===== src/hw/rtl/vamw_pkg.sv =====
// shared constants, types and command/status structs for the velocity axis mapper
package vamw_pkg;

    localparam int VELOCITY_BITS = 16;
    localparam int MAG_W         = VELOCITY_BITS + 1;
    localparam int LIM_W         = 15;
    localparam int CMP_W         = (MAG_W > LIM_W) ? MAG_W : LIM_W;
    localparam int AXIS_W        = 16;
    localparam int TICK_W        = 17;
    localparam int WDT_W         = 16;
    localparam int NUM_W         = 32;
    localparam int DIV_W         = LIM_W + 1;
    localparam int REM_W         = DIV_W + 1;
    localparam int CNT_W         = $clog2(NUM_W);
    localparam int N_AXES        = 3;
    localparam int APB_W         = 32;
    localparam int ADDR_W        = 5;
    localparam int IDX_W         = ADDR_W - 2;

    typedef logic [LIM_W-1:0] t_lim;

    localparam t_lim              AXIS_MAX = 15'd32767;
    localparam logic [TICK_W-1:0] TICK_SAT = '1;

    // deadzones per axis: vx, vy, yaw
    localparam t_lim DZ [N_AXES]   = '{15'd6553, 15'd24576, 15'd28212};
    localparam t_lim SPAN [N_AXES] = '{AXIS_MAX - 15'd6553,
                                       AXIS_MAX - 15'd24576,
                                       AXIS_MAX - 15'd28212};

    localparam logic KIND_CMD  = 1'b0;
    localparam logic KIND_TICK = 1'b1;

    typedef enum logic [IDX_W-1:0] {
        REG_MAX_VX    = 3'd0,
        REG_MAX_VY    = 3'd1,
        REG_MAX_YAW   = 3'd2,
        REG_INV_VY    = 3'd3,
        REG_INV_YAW   = 3'd4,
        REG_TIMEOUT   = 3'd5,
        REG_ZERO_HOLD = 3'd6
    } t_reg_idx;

    typedef enum logic [2:0] {
        S_IDLE,
        S_CLAMP,
        S_MUL,
        S_NUM,
        S_DIV,
        S_TICK,
        S_EMIT
    } t_ctrl_state;

    typedef struct packed {
        logic [N_AXES-1:0][LIM_W-1:0] lim;
        logic [N_AXES-1:0]            inv;
        logic [WDT_W-1:0]             timeout;
        logic [WDT_W-1:0]             hold;
    } t_cfg;

    typedef struct packed {
        logic capture;
        logic clamp;
        logic mul;
        logic num;
        logic div_step;
        logic tick;
        logic emit;
    } t_dp_cmd;

    typedef struct packed {
        logic tick_emit;
        logic out_valid;
    } t_dp_sts;

endpackage


===== src/hw/rtl/vamw_if.sv =====
// valid/ready channel interfaces for input beats and result beats
interface vamw_in_if;
    import vamw_pkg::*;

    logic                            valid;
    logic                            ready;
    logic                            kind;
    logic signed [VELOCITY_BITS-1:0] vx;
    logic signed [VELOCITY_BITS-1:0] vy;
    logic signed [VELOCITY_BITS-1:0] turn_rate;

    modport source (output valid, kind, vx, vy, turn_rate, input ready);
    modport sink   (input valid, kind, vx, vy, turn_rate, output ready);
endinterface

interface vamw_out_if;
    import vamw_pkg::*;

    logic                     valid;
    logic                     ready;
    logic signed [AXIS_W-1:0] vx_axis;
    logic signed [AXIS_W-1:0] vy_axis;
    logic signed [AXIS_W-1:0] turn_axis;
    logic                     from_watchdog;

    modport source (output valid, vx_axis, vy_axis, turn_axis, from_watchdog, input ready);
    modport sink   (input valid, vx_axis, vy_axis, turn_axis, from_watchdog, output ready);
endinterface


===== src/hw/rtl/velocity_axis_mapper_watchdog_top.sv =====
// top level: configuration registers, controller and datapath of the axis mapper
//
//  channel   dir   handshake          payload
//  i_in      in    valid/ready        kind, vx, vy, turn_rate
//  o_out     out   valid/ready        vx_axis, vy_axis, turn_axis, from_watchdog
//  apb       in    psel/penable       paddr, pwdata, prdata (pready tied high)
//
// a velocity command runs clamp, multiply, numerator add, then a 32-step
// restoring divider (one quotient bit per cycle, all three axes in parallel),
// and then loads the output register once that register is free
// a tick can also emit a watchdog zero beat
// i_rst_n is synchronous and active low; it disarms the watchdog and loads
// the register reset values
// a stalled output beat holds in the output register; the next input is still
// taken and only its own result waits for the register to drain
module velocity_axis_mapper_watchdog_top (
    input  logic                        i_clk,
    input  logic                        i_rst_n,
    vamw_in_if.sink                     i_in,
    vamw_out_if.source                  o_out,
    input  logic                        psel,
    input  logic                        penable,
    input  logic                        pwrite,
    input  logic [vamw_pkg::ADDR_W-1:0] paddr,
    input  logic [vamw_pkg::APB_W-1:0]  pwdata,
    output logic [vamw_pkg::APB_W-1:0]  prdata,
    output logic                        pready
);
    import vamw_pkg::*;

    // configuration registers
    logic [LIM_W-1:0] r_max_vx;
    logic [LIM_W-1:0] r_max_vy;
    logic [LIM_W-1:0] r_max_yaw;
    logic             r_inv_vy;
    logic             r_inv_yaw;
    logic [WDT_W-1:0] r_timeout;
    logic [WDT_W-1:0] r_hold;

    logic     w_wr;
    t_reg_idx w_idx;

    assign pready = 1'b1;
    assign w_wr   = psel && penable && pwrite && pready;
    assign w_idx  = t_reg_idx'(paddr[ADDR_W-1:2]);

    always_ff @(posedge i_clk) begin
        if (!i_rst_n) begin
            r_max_vx  <= LIM_W'(1000);
            r_max_vy  <= LIM_W'(1000);
            r_max_yaw <= LIM_W'(1000);
            r_inv_vy  <= 1'b0;
            r_inv_yaw <= 1'b0;
            r_timeout <= WDT_W'(5);
            r_hold    <= WDT_W'(5);
        end else if (w_wr) begin
            case (w_idx)
                REG_MAX_VX:    r_max_vx  <= pwdata[LIM_W-1:0];
                REG_MAX_VY:    r_max_vy  <= pwdata[LIM_W-1:0];
                REG_MAX_YAW:   r_max_yaw <= pwdata[LIM_W-1:0];
                REG_INV_VY:    r_inv_vy  <= pwdata[0];
                REG_INV_YAW:   r_inv_yaw <= pwdata[0];
                REG_TIMEOUT:   r_timeout <= pwdata[WDT_W-1:0];
                REG_ZERO_HOLD: r_hold    <= pwdata[WDT_W-1:0];
                default: begin
                end
            endcase
        end
    end

    // register readback, unused addresses read zero
    always_comb begin
        case (w_idx)
            REG_MAX_VX:    prdata = APB_W'(r_max_vx);
            REG_MAX_VY:    prdata = APB_W'(r_max_vy);
            REG_MAX_YAW:   prdata = APB_W'(r_max_yaw);
            REG_INV_VY:    prdata = APB_W'(r_inv_vy);
            REG_INV_YAW:   prdata = APB_W'(r_inv_yaw);
            REG_TIMEOUT:   prdata = APB_W'(r_timeout);
            REG_ZERO_HOLD: prdata = APB_W'(r_hold);
            default:       prdata = '0;
        endcase
    end

    // lane order is vx, vy, yaw; vx never inverts
    t_cfg w_cfg;
    assign w_cfg.lim     = {r_max_yaw, r_max_vy, r_max_vx};
    assign w_cfg.inv     = {r_inv_yaw, r_inv_vy, 1'b0};
    assign w_cfg.timeout = r_timeout;
    assign w_cfg.hold    = r_hold;

    t_dp_cmd                             w_cmd;
    t_dp_sts                             w_sts;
    logic                                w_in_ready;
    logic [N_AXES-1:0][VELOCITY_BITS-1:0] w_vel;
    logic [N_AXES-1:0][AXIS_W-1:0]       w_axis;
    logic                                w_out_valid;
    logic                                w_from_wd;

    assign w_vel = {i_in.turn_rate, i_in.vy, i_in.vx};

    vamw_ctrl u_ctrl (
        .i_clk       (i_clk),
        .i_rst_n     (i_rst_n),
        .i_in_valid  (i_in.valid),
        .i_in_kind   (i_in.kind),
        .i_out_ready (o_out.ready),
        .i_sts       (w_sts),
        .o_in_ready  (w_in_ready),
        .o_cmd       (w_cmd)
    );

    vamw_datapath u_datapath (
        .i_clk       (i_clk),
        .i_rst_n     (i_rst_n),
        .i_cfg       (w_cfg),
        .i_cmd       (w_cmd),
        .i_vel       (w_vel),
        .i_out_ready (o_out.ready),
        .o_sts       (w_sts),
        .o_out_valid (w_out_valid),
        .o_axis      (w_axis),
        .o_from_wd   (w_from_wd)
    );

    assign i_in.ready          = w_in_ready;
    assign o_out.valid         = w_out_valid;
    assign o_out.vx_axis       = w_axis[0];
    assign o_out.vy_axis       = w_axis[1];
    assign o_out.turn_axis     = w_axis[2];
    assign o_out.from_watchdog = w_from_wd;

endmodule


===== src/hw/rtl/vamw_ctrl.sv =====
// controller state machine sequencing clamp, multiply, divide, watchdog and output
module vamw_ctrl (
    input  logic              i_clk,
    input  logic              i_rst_n,
    input  logic              i_in_valid,
    input  logic              i_in_kind,
    input  logic              i_out_ready,
    input  vamw_pkg::t_dp_sts i_sts,
    output logic              o_in_ready,
    output vamw_pkg::t_dp_cmd o_cmd
);
    import vamw_pkg::*;

    t_ctrl_state      r_state, n_state;
    logic [CNT_W-1:0] r_cnt, n_cnt;

    always_ff @(posedge i_clk) begin
        if (!i_rst_n) begin
            r_state <= S_IDLE;
            r_cnt   <= '0;
        end else begin
            r_state <= n_state;
            r_cnt   <= n_cnt;
        end
    end

    always_comb begin
        n_state    = r_state;
        n_cnt      = r_cnt;
        o_cmd      = '0;
        o_in_ready = 1'b0;
        case (r_state)
            S_IDLE: begin
                o_in_ready = 1'b1;
                if (i_in_valid) begin
                    o_cmd.capture = 1'b1;
                    n_state = (i_in_kind == KIND_TICK) ? S_TICK : S_CLAMP;
                end
            end
            S_CLAMP: begin
                o_cmd.clamp = 1'b1;
                n_state     = S_MUL;
            end
            S_MUL: begin
                o_cmd.mul = 1'b1;
                n_state   = S_NUM;
            end
            S_NUM: begin
                o_cmd.num = 1'b1;
                n_cnt     = '0;
                n_state   = S_DIV;
            end
            S_DIV: begin
                o_cmd.div_step = 1'b1;
                if (r_cnt == CNT_W'(NUM_W - 1)) begin
                    n_cnt   = '0;
                    n_state = S_EMIT;
                end else begin
                    n_cnt = r_cnt + 1'b1;
                end
            end
            S_TICK: begin
                o_cmd.tick = 1'b1;
                n_state    = i_sts.tick_emit ? S_EMIT : S_IDLE;
            end
            S_EMIT: begin
                if (!i_sts.out_valid || i_out_ready) begin
                    o_cmd.emit = 1'b1;
                    n_state    = S_IDLE;
                end
            end
            default: begin
                n_state = S_IDLE;
            end
        endcase
    end

    // step counter only runs during division
    a_cnt_idle: assert property (@(posedge i_clk) disable iff (!i_rst_n)
        r_state != S_DIV |-> r_cnt == '0)
        else $error("division counter nonzero outside division");

    // a result is only reached from the divider or a watchdog tick
    a_emit_entry: assert property (@(posedge i_clk) disable iff (!i_rst_n)
        r_state == S_EMIT && $past(r_state) != S_EMIT
            |-> $past(r_state) == S_DIV || $past(r_state) == S_TICK)
        else $error("emit entered from unexpected state");

endmodule


===== src/hw/rtl/vamw_datapath.sv =====
// per-axis clamp, scale multiply and restoring divider, watchdog counter, output register
module vamw_datapath (
    input  logic                                                 i_clk,
    input  logic                                                 i_rst_n,
    input  vamw_pkg::t_cfg                                       i_cfg,
    input  vamw_pkg::t_dp_cmd                                    i_cmd,
    input  logic [vamw_pkg::N_AXES-1:0][vamw_pkg::VELOCITY_BITS-1:0] i_vel,
    input  logic                                                 i_out_ready,
    output vamw_pkg::t_dp_sts                                    o_sts,
    output logic                                                 o_out_valid,
    output logic [vamw_pkg::N_AXES-1:0][vamw_pkg::AXIS_W-1:0]    o_axis,
    output logic                                                 o_from_wd
);
    import vamw_pkg::*;

    wire [N_AXES-1:0][AXIS_W-1:0] w_lane_axis;
    wire [N_AXES-1:0]             w_lane_nz;

    for (genvar g = 0; g < N_AXES; g++) begin : g_lane
        logic [VELOCITY_BITS-1:0] r_vel;
        logic [LIM_W-1:0]         r_mag;
        logic                     r_neg;
        logic                     r_nz;
        logic [2*LIM_W-1:0]       r_prod;
        logic [NUM_W-1:0]         r_num;
        logic [REM_W-1:0]         r_rem;
        logic [MAG_W-1:0]         w_ext;
        logic [MAG_W-1:0]         w_abs;
        logic [LIM_W-1:0]         w_clamp;
        logic [DIV_W-1:0]         w_divisor;
        logic [REM_W-1:0]         w_shift;
        logic [REM_W:0]           w_diff;
        logic                     w_ge;
        logic [AXIS_W-1:0]        w_mag;

        // magnitude of the raw velocity, then symmetric clamp
        assign w_ext   = {r_vel[VELOCITY_BITS-1], r_vel};
        assign w_abs   = w_ext[MAG_W-1] ? (~w_ext + 1'b1) : w_ext;
        assign w_clamp = (CMP_W'(w_abs) > CMP_W'(i_cfg.lim[g])) ? i_cfg.lim[g]
                                                                : LIM_W'(CMP_W'(w_abs));

        // restoring step, divisor is twice the limit
        assign w_divisor = {i_cfg.lim[g], 1'b0};
        assign w_shift   = {r_rem[REM_W-2:0], r_num[NUM_W-1]};
        assign w_diff    = {1'b0, w_shift} - {2'b00, w_divisor};
        assign w_ge      = !w_diff[REM_W];

        // deadzone offset, saturated at full scale
        assign w_mag = (r_num > NUM_W'(SPAN[g])) ? AXIS_W'(AXIS_MAX)
                                                 : AXIS_W'(DZ[g]) + AXIS_W'(r_num[LIM_W-1:0]);

        assign w_lane_nz[g]   = r_nz;
        assign w_lane_axis[g] = !r_nz ? '0 :
                                (r_neg ^ i_cfg.inv[g]) ? (~w_mag + 1'b1) : w_mag;

        always_ff @(posedge i_clk) begin
            if (i_cmd.capture) begin
                r_vel <= i_vel[g];
            end
            if (i_cmd.clamp) begin
                r_mag <= w_clamp;
                r_neg <= r_vel[VELOCITY_BITS-1];
                r_nz  <= (w_clamp != '0);
            end
            if (i_cmd.mul) begin
                r_prod <= (2*LIM_W)'(r_mag) * (2*LIM_W)'(SPAN[g]);
            end
            if (i_cmd.num) begin
                r_num <= NUM_W'({r_prod, 1'b0}) + NUM_W'(i_cfg.lim[g]);
                r_rem <= '0;
            end else if (i_cmd.div_step) begin
                r_num <= {r_num[NUM_W-2:0], w_ge};
                r_rem <= w_ge ? w_diff[REM_W-1:0] : w_shift;
            end
        end
    end

    logic                          r_active;
    logic [TICK_W-1:0]             r_ticks;
    logic                          r_wd;
    logic                          r_out_valid;
    logic [N_AXES-1:0][AXIS_W-1:0] r_out_axis;
    logic                          r_out_wd;
    logic [TICK_W-1:0]             w_ticks_inc;
    logic [TICK_W-1:0]             w_hi;
    logic                          w_emit;
    logic                          w_past;

    assign w_ticks_inc = (r_ticks == TICK_SAT) ? r_ticks : r_ticks + 1'b1;
    assign w_hi        = TICK_W'(i_cfg.timeout) + TICK_W'(i_cfg.hold);
    assign w_emit      = r_active && (w_ticks_inc >= TICK_W'(i_cfg.timeout))
                         && (w_ticks_inc <= w_hi);
    assign w_past      = w_ticks_inc > w_hi;

    always_ff @(posedge i_clk) begin
        if (!i_rst_n) begin
            r_active    <= 1'b0;
            r_ticks     <= '0;
            r_wd        <= 1'b0;
            r_out_valid <= 1'b0;
        end else begin
            if (i_cmd.mul) begin
                r_active <= |w_lane_nz;
                r_ticks  <= '0;
                r_wd     <= 1'b0;
            end else if (i_cmd.tick) begin
                r_ticks <= w_ticks_inc;
                r_wd    <= 1'b1;
                if (r_active && w_past) begin
                    r_active <= 1'b0;
                end
            end
            if (i_cmd.emit) begin
                r_out_valid <= 1'b1;
            end else if (i_out_ready) begin
                r_out_valid <= 1'b0;
            end
        end
    end

    always_ff @(posedge i_clk) begin
        if (i_cmd.emit) begin
            r_out_axis <= r_wd ? '0 : w_lane_axis;
            r_out_wd   <= r_wd;
        end
    end

    assign o_sts.tick_emit = w_emit;
    assign o_sts.out_valid = r_out_valid;
    assign o_out_valid     = r_out_valid;
    assign o_axis          = r_out_axis;
    assign o_from_wd       = r_out_wd;

    // watchdog beats carry all-zero axes
    a_wd_zero: assert property (@(posedge i_clk) disable iff (!i_rst_n)
        r_out_valid && r_out_wd |-> r_out_axis == '0)
        else $error("watchdog beat with nonzero axis");

    // a watchdog result only goes out while armed
    a_wd_armed: assert property (@(posedge i_clk) disable iff (!i_rst_n)
        i_cmd.emit && r_wd |-> r_active)
        else $error("watchdog beat while disarmed");

    // a saturated counter is always past the window
    a_sat_quiet: assert property (@(posedge i_clk) disable iff (!i_rst_n)
        r_ticks == TICK_SAT |-> !w_emit)
        else $error("saturated tick count opened the window");

endmodule

===== src/flat_wrapper.sv =====
// flat-port wrapper written by rule: the top's interface ports become plain ports
module velocity_axis_mapper_watchdog_top_flat import vamw_pkg::*;
  (i_clk, i_rst_n, psel, penable, pwrite, paddr, pwdata, prdata, pready, i_in_valid, i_in_kind, i_in_vx, i_in_vy, i_in_turn_rate, i_in_ready, o_out_valid, o_out_vx_axis, o_out_vy_axis, o_out_turn_axis, o_out_from_watchdog, o_out_ready);
  vamw_in_if i_in_i ();
  vamw_out_if o_out_i ();
  input  logic i_clk;
  input  logic i_rst_n;
  input  logic psel;
  input  logic penable;
  input  logic pwrite;
  input  logic [vamw_pkg::ADDR_W-1:0] paddr;
  input  logic [vamw_pkg::APB_W-1:0] pwdata;
  output logic [vamw_pkg::APB_W-1:0] prdata;
  output logic pready;
  input wire logic [$bits(i_in_i.valid)-1:0] i_in_valid;
  input wire logic [$bits(i_in_i.kind)-1:0] i_in_kind;
  input wire logic [$bits(i_in_i.vx)-1:0] i_in_vx;
  input wire logic [$bits(i_in_i.vy)-1:0] i_in_vy;
  input wire logic [$bits(i_in_i.turn_rate)-1:0] i_in_turn_rate;
  output wire logic [$bits(i_in_i.ready)-1:0] i_in_ready;
  output wire logic [$bits(o_out_i.valid)-1:0] o_out_valid;
  output wire logic [$bits(o_out_i.vx_axis)-1:0] o_out_vx_axis;
  output wire logic [$bits(o_out_i.vy_axis)-1:0] o_out_vy_axis;
  output wire logic [$bits(o_out_i.turn_axis)-1:0] o_out_turn_axis;
  output wire logic [$bits(o_out_i.from_watchdog)-1:0] o_out_from_watchdog;
  input wire logic [$bits(o_out_i.ready)-1:0] o_out_ready;
  assign i_in_i.valid = i_in_valid;
  assign i_in_i.kind = i_in_kind;
  assign i_in_i.vx = i_in_vx;
  assign i_in_i.vy = i_in_vy;
  assign i_in_i.turn_rate = i_in_turn_rate;
  assign i_in_ready = i_in_i.ready;
  assign o_out_valid = o_out_i.valid;
  assign o_out_vx_axis = o_out_i.vx_axis;
  assign o_out_vy_axis = o_out_i.vy_axis;
  assign o_out_turn_axis = o_out_i.turn_axis;
  assign o_out_from_watchdog = o_out_i.from_watchdog;
  assign o_out_i.ready = o_out_ready;
  velocity_axis_mapper_watchdog_top u_core (.i_clk(i_clk), .i_rst_n(i_rst_n), .i_in(i_in_i), .o_out(o_out_i), .psel(psel), .penable(penable), .pwrite(pwrite), .paddr(paddr), .pwdata(pwdata), .prdata(prdata), .pready(pready));
endmodule

===== config.mk =====
export PLATFORM = sky130hd
export DESIGN_NAME = velocity_axis_mapper_watchdog_top_flat
export DESIGN_NICKNAME = d
export VERILOG_FILES = /design/src/hw/rtl/vamw_pkg.sv /design/src/hw/rtl/vamw_if.sv /design/src/hw/rtl/velocity_axis_mapper_watchdog_top.sv /design/src/hw/rtl/vamw_ctrl.sv /design/src/hw/rtl/vamw_datapath.sv /design/src/flat_wrapper.sv
export SDC_FILE = /design/constraint.sdc
export NUM_CORES = 2
export LEC_CHECK = 0
export ABC_AREA = 1
export BUFFER_PORTS_ARGS = -buffer_cell sky130_fd_sc_hd__clkbuf_2
export CAP_MARGIN = 20
export CORE_MARGIN = 4
export CORE_UTILIZATION = 40
export CTS_CLUSTER_DIAMETER = 50
export DETAILED_ROUTE_END_ITERATION = 7
export SETUP_SLACK_MARGIN = 0.02
export SLEW_MARGIN = 5
export SYNTH_ARGS = -nofsm -noshare
export SYNTH_HDL_FRONTEND = slang
export SYNTH_SLANG_ARGS = --single-unit

===== constraint.sdc =====
create_clock -name i_clk -period 5.3 [get_ports i_clk]
set_input_delay 0.265 -clock i_clk [delete_from_list [all_inputs] [get_ports i_clk]]
set_output_delay 0.265 -clock i_clk [all_outputs]
set_load 0.01 [all_outputs]

==> run_results.csv <==
group,metric,value,unit
drt,viasPerCell,5.091,
floorplan,die_w,329.4,microns
worst_setup_path,crit_fanout,5,
worst_setup_path,critPathCaptureType,"flop",
logic_synthesis,synth-edff-count,329,
finish,final_cells,6589,
placement,place_congestion,0.9134,
floorplan,fp.dieH,329.4,microns
logic_synthesis,async_flop_share,0,%
logic_synthesis,yosys-top-cells-area,"edfxtp_1, ha_1, fa_1",
logic_synthesis,synthDistinctLibCells,66,
flow_run,max-cap-violations,0,
worst_setup_path,ff2ff_path_depth,15,
clocking,cts_max_level,3,
drt,avgRoutedWirePerCell,16.98,microns
min_path,hold_path_class,"input pin to flop",
drt,wl_met1,53830,microns
drt,wl_met2,47630,microns
placement,hpwlAfterDp,89320,microns
drt,wirelength,111900,microns
logic_synthesis,ys_top_cells_by_count,"nand2_1, inv_1, ha_1",
min_path,hp-start,"pwdata[7]",
drt,drc,0,
worst_setup_path,r2r_slack,110,ps
timing,skew,32.35,ps
finish,num-nets-final,5956,
global_route,grt_max_degree,84,
global_route,overflow,0,
floorplan,io_pins,177,
global_route,grt_usage,20.46,%
finish,antennaDiodeCount,0,
logic_synthesis,yosysMostFrequentCell,"nand2_1",
run_status,status,"complete, no violations",
floorplan,dieArea,108500,sq um
drt,dr.pass1.iters,6,
worst_setup_path,worstReg2RegEnd,"u_core.u_datapath.g_lane[1].r_prod[21]",
worst_setup_path,worstSetupPathType,"flop to flop",
worst_setup_path,critPathRequiredTime,5680,ps
timing,relSlewSlack,32.37,%
clocking,cts_buffers,79,
timing,post-route-period-util,97.97,%
logic_synthesis,seq_area_frac_synth,31.42,%
global_route,grt_pass1_vias,31860,
clocking,insertion_delay,650,ps
logic_synthesis,syn_area_per_cell,8.433,sq um
timing,hold_viol,0,
logic_synthesis,synth_area,41320,sq um
clocking,clock_sinks,484,
global_route,antenna_found_initial,2,
placement,port_buffers,141,
logic_synthesis,synth-seq-cells,484,
worst_setup_path,crit-reg2reg-launch,"u_core.u_datapath.g_lane[1].r_mag[8]",
timing,setup-violations-final,0,
timing,maxSlewViolCount,0,
drt,wl_met3,7604,microns
drt,ant_nets,0,
clocking,clk_pin_slew_worst_paths,60,ps
floorplan,rows,117,
clocking,cts_tree,"yes",
clocking,cts_root_buf,"clkbuf_16",
logic_synthesis,synth_top_area_share,23.91,%
drt,drt_iter0_markers,2389,
finish,drive_gt1_share,9.960,%
logic_synthesis,yosys_warnings,0,
placement,dp.cells,6372,
logic_synthesis,synthFlopType,"edfxtp_1",
drt,vias,33550,
finish,fillers,10050,
finish,syn_to_final_growth,14.77,%
floorplan,start_util,40.44,%
timing,max_freq,192.6,MHz
timing,rsz0062_at_grt,"yes",
floorplan,core,102200,sq um
min_path,holdPathEnd,"u_core.r_max_vx[7]",
timing,worstMarginPinSlew,1015,ps
worst_setup_path,cp.arrival,5570,ps
timing,fin_crit,5192,ps
global_route,grt_pass1_wl,175900,microns
logic_synthesis,syn_inst,4900,
clocking,clk_path_buf_depth,3,
worst_setup_path,startpoint_type,"flop",
drt,highest-signal-layer,"met5",
logic_synthesis,synth_top_area_cell,"edfxtp_1",
min_path,holdPathStages,3,
cells by family after synthesis:
logic type,after synthesis,synth area share [%]
AOI/OAI and AO/OA,919,12.33
DFF,484,31.42
adders and majority gates,709,25.50
buffers and inverters,935,8.821
and+or+nand+nor,1617,16.95
other,2,0.01818
xor gates and xnor gates,234,4.960
repair_timing:
action,in CTS,in global routing
hold endpoints to repair,53,0
resized for setup,10,66
pin swaps,9,26
hold buffers,51,0
setup buffers,1,17
setup endpoints to repair,8,21
gates cloned,0,0
layout by cell type, fill, tap and decap left out, types with 82 or more instances in the layout:
master	n
nand3_1	199
ha_1	472
nand2_1	846
clkbuf_16	82
o21ai_0	314
a21oi_1	359
clkbuf_2	141
edfxtp_1	329
inv_1	814
nor2_1	331
fa_1	212
dfxtp_1	155
xor2_1	152
area by class of cell:
type	instances	area [sq um]	area share (%)
inverters	830	3123	6.585
repair buffers	263	1757	3.704
clock buffers	91	2126	4.483
well taps	1368	1712	3.609
flip-flops and latches	484	12980	27.38
clock inverters	57	615.6	1.298
multi-input cells	3496	25110	52.94
routing by layer:
metal / track usage (%) / vias up
li1: - / 16780
met5: 0 / -
met4: 5.779 / 4
met3: 3.177 / 179
met1: 30.23 / 15680
met2: 31.02 / 907
registers in the layout, indices dropped and copies added (netlist names):
signal and cells:
u_core.r_hold 16, u_core.r_inv_vy 1, u_core.r_inv_yaw 1, u_core.r_max_vx 15, u_core.r_max_vy 15, u_core.r_max_yaw 15, u_core.r_timeout 16, u_core.u_ctrl.r_cnt 5
u_core.u_ctrl.r_state 3, u_core.u_datapath.g_lane.r_mag 45, u_core.u_datapath.g_lane.r_neg 3, u_core.u_datapath.g_lane.r_num 96, u_core.u_datapath.g_lane.r_nz 3, u_core.u_datapath.g_lane.r_prod 85, u_core.u_datapath.g_lane.r_rem 48, u_core.u_datapath.g_lane.r_vel 48
u_core.u_datapath.o_axis 48, u_core.u_datapath.o_from_wd 1, u_core.u_datapath.o_out_valid 1, u_core.u_datapath.r_active 1, u_core.u_datapath.r_ticks 17, u_core.u_datapath.r_wd 1
per-stage QoR:
step | hold slack (ps) | TNS, ps | utilization, % | area, sq um | setup slack (ps)
finish | 44.38 | 0 | 46.41 | 47420 | 107.6
CTS | 3.936 | 0 | 46.00 | 47000 | 27.64
global placement | 442.8 | -12.33 | 42.78 | 43710 | -11.33
floorplan | 363.9 | 0 | - | 41380 | 77.58
global route | 32.57 | -25.22 | 46.41 | 47420 | -15.06
detailed placement | 443.6 | -96.27 | 42.78 | 43710 | -37.33
worst max-delay path: stages (launching register included):
cell and delay [ps]:
edfxtp_1 510, fa_2 560, fa_1 560, inv_1 60, fa_1 530, inv_1 50, fa_1 530, inv_1 50
fa_1 520, inv_1 40, ha_1 370, nand2_1 130, nor4_1 570, nand4_1 180, nand3_1 180, xor2_1 80
worst max-delay path by stage:
| stage | startpoint | end | cells after the start |
|---|---|---|---|
| after CTS | u_core.u_datapath.g_lane[0].r_mag[2] | u_core.u_datapath.g_lane[0].r_prod[27] | 22 |
| after detailed placement | u_core.u_datapath.g_lane[0].r_mag[2] | u_core.u_datapath.g_lane[0].r_prod[20] | 22 |
| after floorplan | u_core.u_datapath.g_lane[0].r_mag[1] | u_core.u_datapath.g_lane[0].r_prod[22] | 20 |
| after global placement | u_core.u_datapath.g_lane[0].r_mag[1] | u_core.u_datapath.g_lane[0].r_prod[22] | 23 |
| after global routing | u_core.u_datapath.g_lane[1].r_mag[12] | u_core.u_datapath.g_lane[1].r_prod[25] | 17 |
| final | u_core.u_datapath.g_lane[1].r_mag[8] | u_core.u_datapath.g_lane[1].r_prod[21] | 15 |
Power is not shown: default switching activity piles up to over one toggle a cycle in this logic, so the estimate is an artifact.
